**src/hdl/lttt_pkg.sv**
```systemverilog
// Shared constants and types for the linear-to-tiled texture reorder.
// No dependencies; used by all hdl/ files.
`timescale 1ns / 1ps

package lttt_pkg;

  // Line buffer geometry
  localparam int DEF_MAX_ROW_WORDS = 256;
  localparam int BAND_ROWS         = 4;
  localparam logic [1:0] LAST_ROW  = 2'd3;
  localparam int MAX_BANDS         = 256;

  // Data widths
  localparam int WORD_W     = 64;
  localparam int CFG_IDX_W  = 2;
  localparam int CFG_DATA_W = 11;
  localparam int DIM_W      = 11;

  // Register indexes
  localparam logic [CFG_IDX_W-1:0] REG_TEXEL_MODE   = 2'd0;
  localparam logic [CFG_IDX_W-1:0] REG_IMAGE_WIDTH  = 2'd1;
  localparam logic [CFG_IDX_W-1:0] REG_IMAGE_HEIGHT = 2'd2;

  // Register reset values
  localparam logic             RST_TEXEL_MODE   = 1'b0;
  localparam logic [DIM_W-1:0] RST_IMAGE_WIDTH  = 11'd640;
  localparam logic [DIM_W-1:0] RST_IMAGE_HEIGHT = 11'd480;

  // Output queue: a tail word is taken only if a whole run of four fits
  // on top of the one word that may still be queued from the prior run.
  localparam int OFIFO_DEPTH = 8;
  localparam int OFIFO_ROOM  = OFIFO_DEPTH - BAND_ROWS - 1;

  typedef struct packed {
    logic [WORD_W-1:0] word;
    logic              run_end;
    logic              image_end;
  } out_item_t;

endpackage

```
**src/hdl/lttt_ofifo.sv**
```systemverilog
// Output word queue for the texture reorder.
// Depends on lttt_pkg (out_item_t, OFIFO_DEPTH).
`timescale 1ns / 1ps

module lttt_ofifo #(
  parameter int Depth = lttt_pkg::OFIFO_DEPTH
) (
  input  logic                       clk_i,
  input  logic                       rst_ni,
  input  logic                       push_i,
  input  lttt_pkg::out_item_t        push_data_i,
  input  logic                       pop_i,
  output lttt_pkg::out_item_t        head_o,
  output logic [$clog2(Depth+1)-1:0] count_o
);

  localparam int PtrW = $clog2(Depth);
  localparam int CntW = $clog2(Depth + 1);

  lttt_pkg::out_item_t mem_q [Depth];
  logic [PtrW-1:0] wr_ptr_q, wr_ptr_d;
  logic [PtrW-1:0] rd_ptr_q, rd_ptr_d;
  logic [CntW-1:0] cnt_q, cnt_d;

  always_comb begin
    wr_ptr_d = wr_ptr_q;
    rd_ptr_d = rd_ptr_q;
    cnt_d    = cnt_q;
    if (push_i) begin
      wr_ptr_d = (wr_ptr_q == PtrW'(Depth - 1)) ? '0 : wr_ptr_q + PtrW'(1);
    end
    if (pop_i) begin
      rd_ptr_d = (rd_ptr_q == PtrW'(Depth - 1)) ? '0 : rd_ptr_q + PtrW'(1);
    end
    if (push_i && !pop_i) begin
      cnt_d = cnt_q + CntW'(1);
    end else if (!push_i && pop_i) begin
      cnt_d = cnt_q - CntW'(1);
    end
  end

  always_ff @(posedge clk_i or negedge rst_ni) begin
    if (!rst_ni) begin
      wr_ptr_q <= '0;
      rd_ptr_q <= '0;
      cnt_q    <= '0;
    end else begin
      wr_ptr_q <= wr_ptr_d;
      rd_ptr_q <= rd_ptr_d;
      cnt_q    <= cnt_d;
    end
  end

  always_ff @(posedge clk_i) begin
    if (push_i) begin
      mem_q[wr_ptr_q] <= push_data_i;
    end
  end

  assign head_o  = mem_q[rd_ptr_q];
  assign count_o = cnt_q;

endmodule

```
**config.mk**
```make
export PLATFORM = sky130hd
export DESIGN_NAME = lttt_ofifo
export DESIGN_NICKNAME = d
export VERILOG_FILES = /design/src/hdl/lttt_pkg.sv /design/src/hdl/lttt_ofifo.sv
export SDC_FILE = /design/constraint.sdc
export NUM_CORES = 1
export LEC_CHECK = 0
export BUFFER_PORTS_ARGS = -buffer_cell sky130_fd_sc_hd__buf_2
export CAP_MARGIN = 0
export CORE_ASPECT_RATIO = 1.2
export CORE_MARGIN = 2
export CORE_UTILIZATION = 35
export DETAILED_ROUTE_END_ITERATION = 16
export PLACE_DENSITY_LB_ADDON = 0.3
export SLEW_MARGIN = 20
export SYNTH_ARGS = -nofsm -noshare
export SYNTH_HDL_FRONTEND = slang
export SYNTH_SLANG_ARGS = --single-unit
```
**constraint.sdc**
```tcl
create_clock -name clk_i -period 14.3 [get_ports clk_i]
set_input_delay 2.145 -clock clk_i [delete_from_list [all_inputs] [get_ports clk_i]]
set_output_delay 2.145 -clock clk_i [all_outputs]
set_load 0.01 [all_outputs]
```
### After elaboration in Yosys (flattened, before gate mapping)

Memories as Yosys holds them, arrays and structs flattened.
Cells that the tools add are included.

| storage, ports and cells | value |
|---|---|
| memory bits (writable) | 528 |
| memories kept | 1 |
| register bits | 10 |
| output and inout port bits | 70 |
| word-level logic and storage cells | 21 |

| operators by class | value |
|---|---|
| reductions and logical operators | 5 |
| equal/unequal tests | 2 |
| $add $sub $neg | 4 |
| multiplexer cells | 6 |

Memory list:

| memory | words | width | read ports | clocked after memory_dff | write ports | line | text |
|---|---|---|---|---|---|---|---|
| mem_q | 8 | 66 | 1 | 0 | 1 | lttt_ofifo.sv:20 | `lttt_pkg::out_item_t mem_q [Depth];` |

Operators with widths:

| operator | count |
|---|---|
| 4-bit two-way mux | 2 |
| 3-bit by 1-bit adder with 3-bit output (second input constant) | 2 |
| 3-bit == test (second input constant) | 2 |
| 3-bit two-way mux | 2 |
| 4-bit by 1-bit adder with 4-bit output (second input constant) | 1 |
| 4-bit by 1-bit subtractor with 4-bit output (second input constant) | 1 |
| 1-bit logical AND | 2 |
| 1-bit logical NOT | 2 |
| 1-bit two-way mux | 2 |
| 2-bit nonzero test | 1 |

### Depth between registers and ports, before layout

Gate-level depths: netlist (run 1).

| logic depth | value |
|---|---|
| depth after elaboration | 4 |
| gate-level depth with buffers | 7 |
| gate-level depth less buffers | 7 |

### Least setup slack after synthesis (run 1)

No wires, ideal clock.

| path | value |
|---|---|
| path type | input to register |
| start point | input push_i |
| end point | memory mem_q[0][0] (netlist bit) (enable) |
| arrival time | 6.724 ns |
| stages on the path | 2 |
| setup time | 0.571 ns |
| data required time | 13.729 ns |
| slack | 7.005 ns |
| cell sequence | nand2b_1 -> nor3_1 |

| between the ends | value |
|---|---|
| word-level cells in the longest chain between the ends | 2 |

Ends and longest elaborated chain:

| what | line | text |
|---|---|---|
| from (decl) | lttt_ofifo.sv:10 | `input logic push_i,` |
| 1-bit two-way mux | lttt_ofifo.sv:55 | `if (push_i) begin` |
| 1-bit two-way mux (implied by the code) | lttt_ofifo.sv:56 | `mem_q[wr_ptr_q] <= push_data_i;` |
| to (decl) | lttt_ofifo.sv:20 |  |

No other way between the ends.

==> reports/qor.yml, run 1 <==
holdPathStages: 2
wl_per_cell_um: 22.8
ys_seq_elements: 538
regArea_um2: 16100
die_h_um: 271
io_pins: 140
overflow: 0
syn_area_per_cell_um2: 25.1
grt_max_degree: 95
maxSlewHeadroom: 0.269
die_area_um2: 61300
ff2ff_path_depth: 3
die-width_um: 226
async_reset_ff_frac: 0.0186
drc: 0
antenna_found_initial: 6
critPathTopFamily: "buffers and inverters"
whs_ns: 0.522
power_per_cell_area_nw_per_um2: 203
crit_buf_inv: 3
multi_input_area_um2: 4410
end_kind: "primary output"
rr_endpoint: "mem_q[2][62]"
clockBufferDepth: 3
fmax_ghz: 0.169
initial_utilization: 0.355
maxCapViolCount: 0
clk_root_buffer_cell: "clkbuf_16"
min_period_ns: 5.91
nNetsFinal: 1079
vias_per_cell: 4.86
cts_max_level: 2
stdcell_count: 1835
cts_setup_buffers: 0
dp_cells: 1735
mappedNetlistArea_um2: 20800
slowest_delay_ns: 0.77
worst_ir_drop_vdd_mv: 0.153
ctsHoldBuffers: 0
cp-start-kind: "register"
rsz0062_at_grt: "no"
syn_inst: 827
synth-main-ff-cell: "edfxtp_1"
fill_cells: 5180
synth-edff-count: 528
p_leak_uw: 0.00790
crit_top_cell: "buf_4"
finalWirelength_um: 41900
p_clk_frac: 0.272
skew_ns: 0.0127
p_sw_uw: 1400
worstPathArrival_ns: 3.76
r2r_start: "wr_ptr_q[2]"
cp_data_required_time_ns: 12.15
crit_slowest_cell: "dfrtp_4"
ys_seq_area_frac: 0.775
drive_above_1_share: 0.406
post-place-ws_ns: 8.90
setup_slack_ns: 8.39
gp_congestion: 0.657
syn_nets: 905
finalMaxSlewViolations: 0
area_growth_pct: 15.7
cp_max_fo: 51
p_comb_frac: 0.298
fin_crit_sh: 0.413
cts_tree: "built"
r2r_setup_slack_ns: 11.60
grt_usage: 0.139
grt_first_pass_wirelength_um: 62600
switching_share: 0.286
status: "complete, no violations"
finalSetupViolCount: 0
dp_hpwl_um: 22200
cts-resized-gates: 0
synth.distinct_cells: 29
row_count: 97
cts.sinks: 538
worstSetupPathType: "register to primary output"
crit_chain: "buf_4 -> buf_4 -> mux4_2 -> mux2_2 -> buf_2"
numCtsBuffers: 55
vias: 8914
final_common_cell: "edfxtp_1"
insertion_delay_ns: 0.59
firstDrtPassIters: 5
antenna_left: 0
fin_tns_setup_ns: 0
tightest_slew_ns: 1.10
hold_viol: 0
hp-start: "count_o[2]"
yosys_warnings: 0
clk_pin_slew_worst_paths_ns: 0.06
core_um2: 58500
drt_iter0_markers: 632
p_int_uw: 3490
grt_pass1_vias: 9753
holdPathEnd: "count_o[2]"
p_seq_frac: 0.430
hold_class: "register to register"
layout_common_cells: "528 x edfxtp_1, 139 x buf_2, 116 x mux4_2"
io_buffers: 139
cell type report:
class                   count  share of cell area
inverters                   4            0.000625
clock buffers              69              0.0594
diodes                      1            0.000104
repair buffers            155              0.0353
clock inverters            29             0.00921
well taps                 792              0.0412
multi-input cells         247               0.184
flip-flops and latches    538               0.670
stage by stage:
step / utilization / instance area (µm²) / total power (µW)
3_5_place_dp: 0.382 / 22400 / 3660
4_1_cts: 0.410 / 24000 / 5000
3_3_place_gp: 0.382 / 22400 / 3630
2_1_floorplan: - / 20800 / 3190
5_1_grt: 0.411 / 24000 / 5140
6_report: 0.411 / 24000 / 4890
logic make-up (layout without fill, tap and decap cells):
group                    Yosys count  count (layout)  share of synthesized area
AND/OR/NAND/NOR                   25              25                    0.00590
buffers and inverters             42             257                     0.0148
flip-flops                       538             538                      0.775
XOR/XNOR                           2               2                   0.000843
multiplexers                     204             204                      0.195
other                              0               1                          0
adder cells (fa/ha/maj)            8               8                    0.00518
AO/OA/AOI/OAI                      8               8                    0.00247
worst register-to-register path, cell delays in order (launching register included):
cell and delay (ns):
dfrtp_1 0.40, nand2b_1 0.30, nor2_4 0.77, buf_4 0.79
per-layer routing:
metal | track usage | vias to the layer above | share of wire
met5 | 0 | - | 0.0015
met4 | 0.0374 | 10 | 0.018
met3 | 0.0330 | 64 | 0.045
met2 | 0.241 | 159 | 0.52
met1 | 0.174 | 4784 | 0.42
li1 | - | 3897 | -
power groups by stage:
| stage | Sequential [µW] | Clock, µW | Combinational, µW |
|---|---|---|---|
| after floorplan | 2070 | 0 | 1120 |
| after global placement | 2130 | 0 | 1500 |
| after detailed placement | 2140 | 0 | 1510 |
| after CTS | 2110 | 1370 | 1510 |
| after global routing | 2130 | 1430 | 1580 |
| final | 2100 | 1330 | 1460 |
worst max path at each step:
stage                     start           to  slack, ns  cells after the start
floorplan                push_i  mem_q[0][0]       7.01                      2
global placement    rd_ptr_q[1]   head_o[55]       8.91                      5
detailed placement  rd_ptr_q[1]   head_o[55]       8.90                      5
CTS                 rd_ptr_q[1]   head_o[55]       8.26                      5
global route        rd_ptr_q[1]   head_o[55]       8.18                      5
finish              rd_ptr_q[1]    head_o[4]       8.39                      5
state kept, by name, indices dropped and copies added (netlist names):
name / cells
mem_q: 528
count_o: 4
rd_ptr_q: 3
wr_ptr_q: 3
Yosys cell counts, drive strengths merged (4+ instances only):
library cell,n,area [µm²]
nor2,8,30.0
mux2,71,1020
nand2,5,18.8
inv,4,15.0
clkbuf,12,52.6
ha,7,87.6
edfxtp,528,15900
dfrtp,10,250
buf,26,239
mux4,132,3030
Power figures use the tool's default switching activity.
==> run 2, diff against run 1 <==
- clock period: 14.3 -> 5.01 ns (I/O delays scaled with it)
==> reports/qor.yml, run 2 (synthesized netlist as in run 1, its figures left out) <==
min_period_ns: 3.83
finalMaxSlewViolations: 0
wl_met3_um: 1640
skew_ns: 0.0104
clk_root_buffer_cell: "clkbuf_16"
numCtsBuffers: 54
worst_ir_drop_vdd_mv: 0.282
antenna_found_initial: 8
io_buffers: 139
worstSetupPathType: "register to primary output"
largest_register_ffs: 528
overflow: 0
fin_crit_sh: 0.764
cts_max_level: 2
drive_above_1_share: 0.409
initial_utilization: 0.355
vias: 8953
cp_max_fo: 42
die_h_um: 271
clk_pin_slew_worst_paths_ns: 0.06
core_um2: 58500
layout_common_cells: "528 x edfxtp_1, 139 x buf_2, 116 x mux4_2"
antenna_left: 0
cts.sinks: 538
insertion_delay_ns: 0.59
final_common_cell: "edfxtp_1"
top_register: "mem_q"
power_per_cell_area_nw_per_um2: 579
wl_per_cell_um: 22.7
grt_usage: 0.138
vias_per_cell: 4.86
grt_first_pass_wirelength_um: 62100
area_growth_pct: 16.4
status: "complete, no violations"
grt_pass1_vias: 9675
routed.top_layer: "met5"
worstPathArrival_ns: 3.08
grt_max_degree: 65
fmax_ghz: 0.261
cp-start-kind: "register"
end_kind: "primary output"
die_area_um2: 61300
finalSetupViolCount: 0
tightest_slew_ns: 0.973
nNetsFinal: 1085
cts_tree: "built"
final_core_util: 0.413
dr_wl_met2_um: 21700
p_leak_uw: 0.00797
drc: 0
wl_met1_um: 17600
dp_hpwl_um: 22800
cp_data_required_time_ns: 4.26
cts_setup_buffers: 0
clockBufferDepth: 3
hold_viol: 0
finalWirelength_um: 41800
die-width_um: 226
io_pins: 140
firstDrtPassIters: 4
maxSlewHeadroom: 0.350
hold_class: "input pin to register"
fill_cells: 5192
gp_congestion: 0.680
drt_iter0_markers: 630
row_count: 97
multi_input_area_um2: 4430
maxCapViolCount: 0
fin_tns_setup_ns: 0
regArea_um2: 16100
rsz0062_at_grt: "no"
-- run 2: critical path, stage by stage, from the launching register on --
cell     delay, ns
dfrtp_4       1.05
buf_4         0.42
mux4_2        0.54
mux2_4        0.28
buf_2         0.14
-- run 2: layout make-up --
type                            count  area share
Clock inverter                     30     0.00740
Inverter                            4    0.000621
Sequential cell                   538       0.666
Multi-Input combinational cell    247       0.183
Antenna cell                        1    0.000103
Timing Repair Buffer              162      0.0407
Clock buffer                       68      0.0607
Tap cell                          792      0.0410
-- run 2: metal layers --
layer | vias up | global-route usage
li1 | 3913 | -
met1 | 4800 | 0.176
met2 | 166 | 0.240
met3 | 66 | 0.0248
met4 | 8 | 0.0429
met5 | - | 0
-- run 2: worst paths after layout --
kind | start | end | slack (ns) | depth (start not counted)
worst max-delay path | rd_ptr_q[0] | head_o[12] | 1.18 | 4
worst min-delay path | pop_i | rd_ptr_q[1] | 0.42 | 2
worst max register to register | wr_ptr_q[2] | mem_q[2][38] | 2.68 | 3
worst min register to register | count_o[2] | count_o[2] | 0.52 | 2
max in group asynchronous | rst_ni | rd_ptr_q[1] | 4.22 | 2
min in group asynchronous | rst_ni | count_o[2] | 0.56 | 2
-- run 2: what timing repair did --
item                                   in CTS  in global routing
gates resized for setup                     0                  0
setup endpoints to repair                   0                  0
endpoints found under the hold margin      10                  0
hold buffers                                1                  0
-- run 2: where the power goes --
| part | internal [µW] | total [µW] | switching (µW) |
|---|---|---|---|
| Sequential | 5640 | 6030 | 397 |
| Combinational | 2230 | 4210 | 1980 |
| Clock | 2160 | 3770 | 1610 |
| Total | 10000 | 14000 | 3990 |
-- run 2: stage by stage --
step	cell area (µm²)	hold slack, ns	std cells	power, µW	worst slack [ns]
global placement	22500	0.495	1742	10500	1.71
global route	24200	0.413	1842	14700	0.943
floorplan	20800	0.456	827	9080	0.880
CTS	24200	0.380	1841	14300	1.03
detailed placement	22500	0.509	1742	10500	1.69
finish	24200	0.417	1842	14000	1.18
==> run 3, diff against run 2 <==
- ABC_AREA: unset -> 1
- clock period: 5.01 -> 3.6 ns (I/O delays scaled with it)
==> reports/qor.yml, run 3 <==
hold_class: "input pin to register"
rsz0062_at_grt: "no"
initial_utilization: 0.354
core_um2: 65900
mappedNetlistArea_um2: 23300
dp_hpwl_um: 27300
async_reset_ff_frac: 0.0186
synth-edff-count: 528
syn_area_per_cell_um2: 9.90
drt_iter0_markers: 1011
cts_max_level: 2
drive_above_1_share: 0.101
worstPathArrival_ns: 2.59
grt_pass1_vias: 14595
grt_first_pass_wirelength_um: 81200
numCtsBuffers: 54
antenna_found_initial: 11
layout_common_cells: "879 x nand2_1, 529 x nor2_1, 528 x edfxtp_1"
die-width_um: 240
syn_nets: 2434
insertion_delay_ns: 0.61
grt_max_degree: 134
ys_seq_elements: 538
wl_per_cell_um: 15.3
setup_slack_ns: 0.467
gp_congestion: 0.730
synth-main-ff-cell: "edfxtp_1"
top_register: "mem_q"
die_area_um2: 68700
synth_most_common_cell: "nand2_1"
io_pins: 140
row_count: 103
synth.distinct_cells: 18
clk_pin_slew_worst_paths_ns: 0.06
fill_cells: 6315
dp_cells: 3317
fmax_ghz: 0.319
ys_seq_area_frac: 0.691
skew_ns: 0.0351
post-place-ws_ns: 1.07
status: "complete, no violations"
fin_tns_setup_ns: 0
cts-resized-gates: 0
whs_ns: 0.196
cp_max_fo: 39
finalSetupViolCount: 0
overflow: 0
cts_tree: "built"
yosys-top-cells-area: "edfxtp_1 68%, nand2_1 14%, nor2_1 8.6%, inv_1 4.4%, buf_2 1.1%"
syn_inst: 2356
cp_data_required_time_ns: 3.06
antenna_left: 0
synth_top_area_cell: "edfxtp_1"
firstDrtPassIters: 5
holdPathStages: 1
worstSetupPathType: "register to primary output"
area_growth_pct: 14.4
synth_common_cells: "879 x nand2_1, 537 x nor2_1, 528 x edfxtp_1"
final_core_util: 0.405
yosys_warnings: 0
die_h_um: 287
nNetsFinal: 2560
stdcell_count: 3422
fin_crit_sh: 0.870
tightest_slew_ns: 0.790
finalMaxSlewViolations: 0
finalWirelength_um: 52500
grt_usage: 0.153
maxCapViolCount: 0
end_kind: "primary output"
ff2ff_path_depth: 4
io_buffers: 139
largest_register_ffs: 528
cts.sinks: 538
worst_ir_drop_vdd_mv: 0.417
clk_root_buffer_cell: "clkbuf_16"
hold_viol: 0
cp-start-kind: "register"
vias: 15174
clockBufferDepth: 3
power_per_cell_area_nw_per_um2: 736
p_leak_uw: 0.0115
synth.top_cell.area_share: 0.680
min_period_ns: 3.13
final_common_cell: "nand2_1"
drc: 0
vias_per_cell: 4.43
maxSlewHeadroom: 0.473
[run 3: cell type report]
type | count | area (µm²) | share of cell area
multi-input cells | 1440 | 5570 | 0.209
clock inverters | 27 | 199 | 0.00746
well taps | 892 | 1120 | 0.0419
clock buffers | 73 | 1440 | 0.0542
repair buffers | 172 | 1170 | 0.0439
flip-flops and latches | 538 | 16100 | 0.604
inverters | 276 | 1040 | 0.0389
diodes | 4 | 10.0 | 0.000375
[run 3: final timing paths]
kind	start	endpoint	slack (ns)
min in group asynchronous	rst_ni	rd_ptr_q[1]	0.36
setup / recovery	rd_ptr_q[0]	head_o[54]	0.47
hold reg to reg	count_o[2]	count_o[2]	0.54
hold / removal	push_data_i[0]	mem_q[7][0]	0.20
max in group asynchronous	rst_ni	rd_ptr_q[0]	3.00
setup reg to reg	wr_ptr_q[0]	mem_q[6][36]	1.77
[run 3: layer usage]
| metal | part of all wire | vias to the layer above | global-route usage |
|---|---|---|---|
| li1 | - | 7577 | - |
| met1 | 0.44 | 7205 | 0.194 |
| met2 | 0.49 | 291 | 0.264 |
| met3 | 0.045 | 89 | 0.0282 |
| met4 | 0.023 | 12 | 0.0513 |
| met5 | 0.0015 | - | 0 |
[run 3: critical path, cell delays in order (launching register included)]
cell and delay, ns:
dfrtp_4 0.82, buf_4 0.42, nor2_1 0.09, nor2_1 0.11, nand2_1 0.07, nand2_1 0.07, nand2_1 0.05, nand2_1 0.18
buf_2 0.16
[run 3: power by group]
part,internal [µW],leakage [µW],total [µW],switching [µW]
logic,2040,0.00576,6460,4420
registers,7660,0.00491,7890,234
clock network,2960,0.000804,5280,2320
[run 3: logic make-up (layout without fill, tap and decap cells)]
family / after synthesis / in the layout / synth area share
AOI/OAI and AO/OA: 8 / 8 / 0.00172
xor gates and xnor gates: 2 / 2 / 0.000751
adders and majority gates: 8 / 8 / 0.00462
buffers and inverters: 378 / 548 / 0.0728
DFF: 538 / 538 / 0.691
other: 0 / 4 / 0
and+or+nand+nor: 1422 / 1422 / 0.229
[run 3: through the flow]
stage	power, µW	cell area [µm²]
global placement	14500	25000
global route	21000	26700
detailed placement	14600	25000
CTS	19900	26700
finish	19600	26700
floorplan	12400	23300
[run 3: what timing repair did]
| item | CTS | global route |
|---|---|---|
| hold endpoints to repair | 10 | 0 |
| hold buffers | 1 | 0 |
| buffers inserted | 0 | 0 |
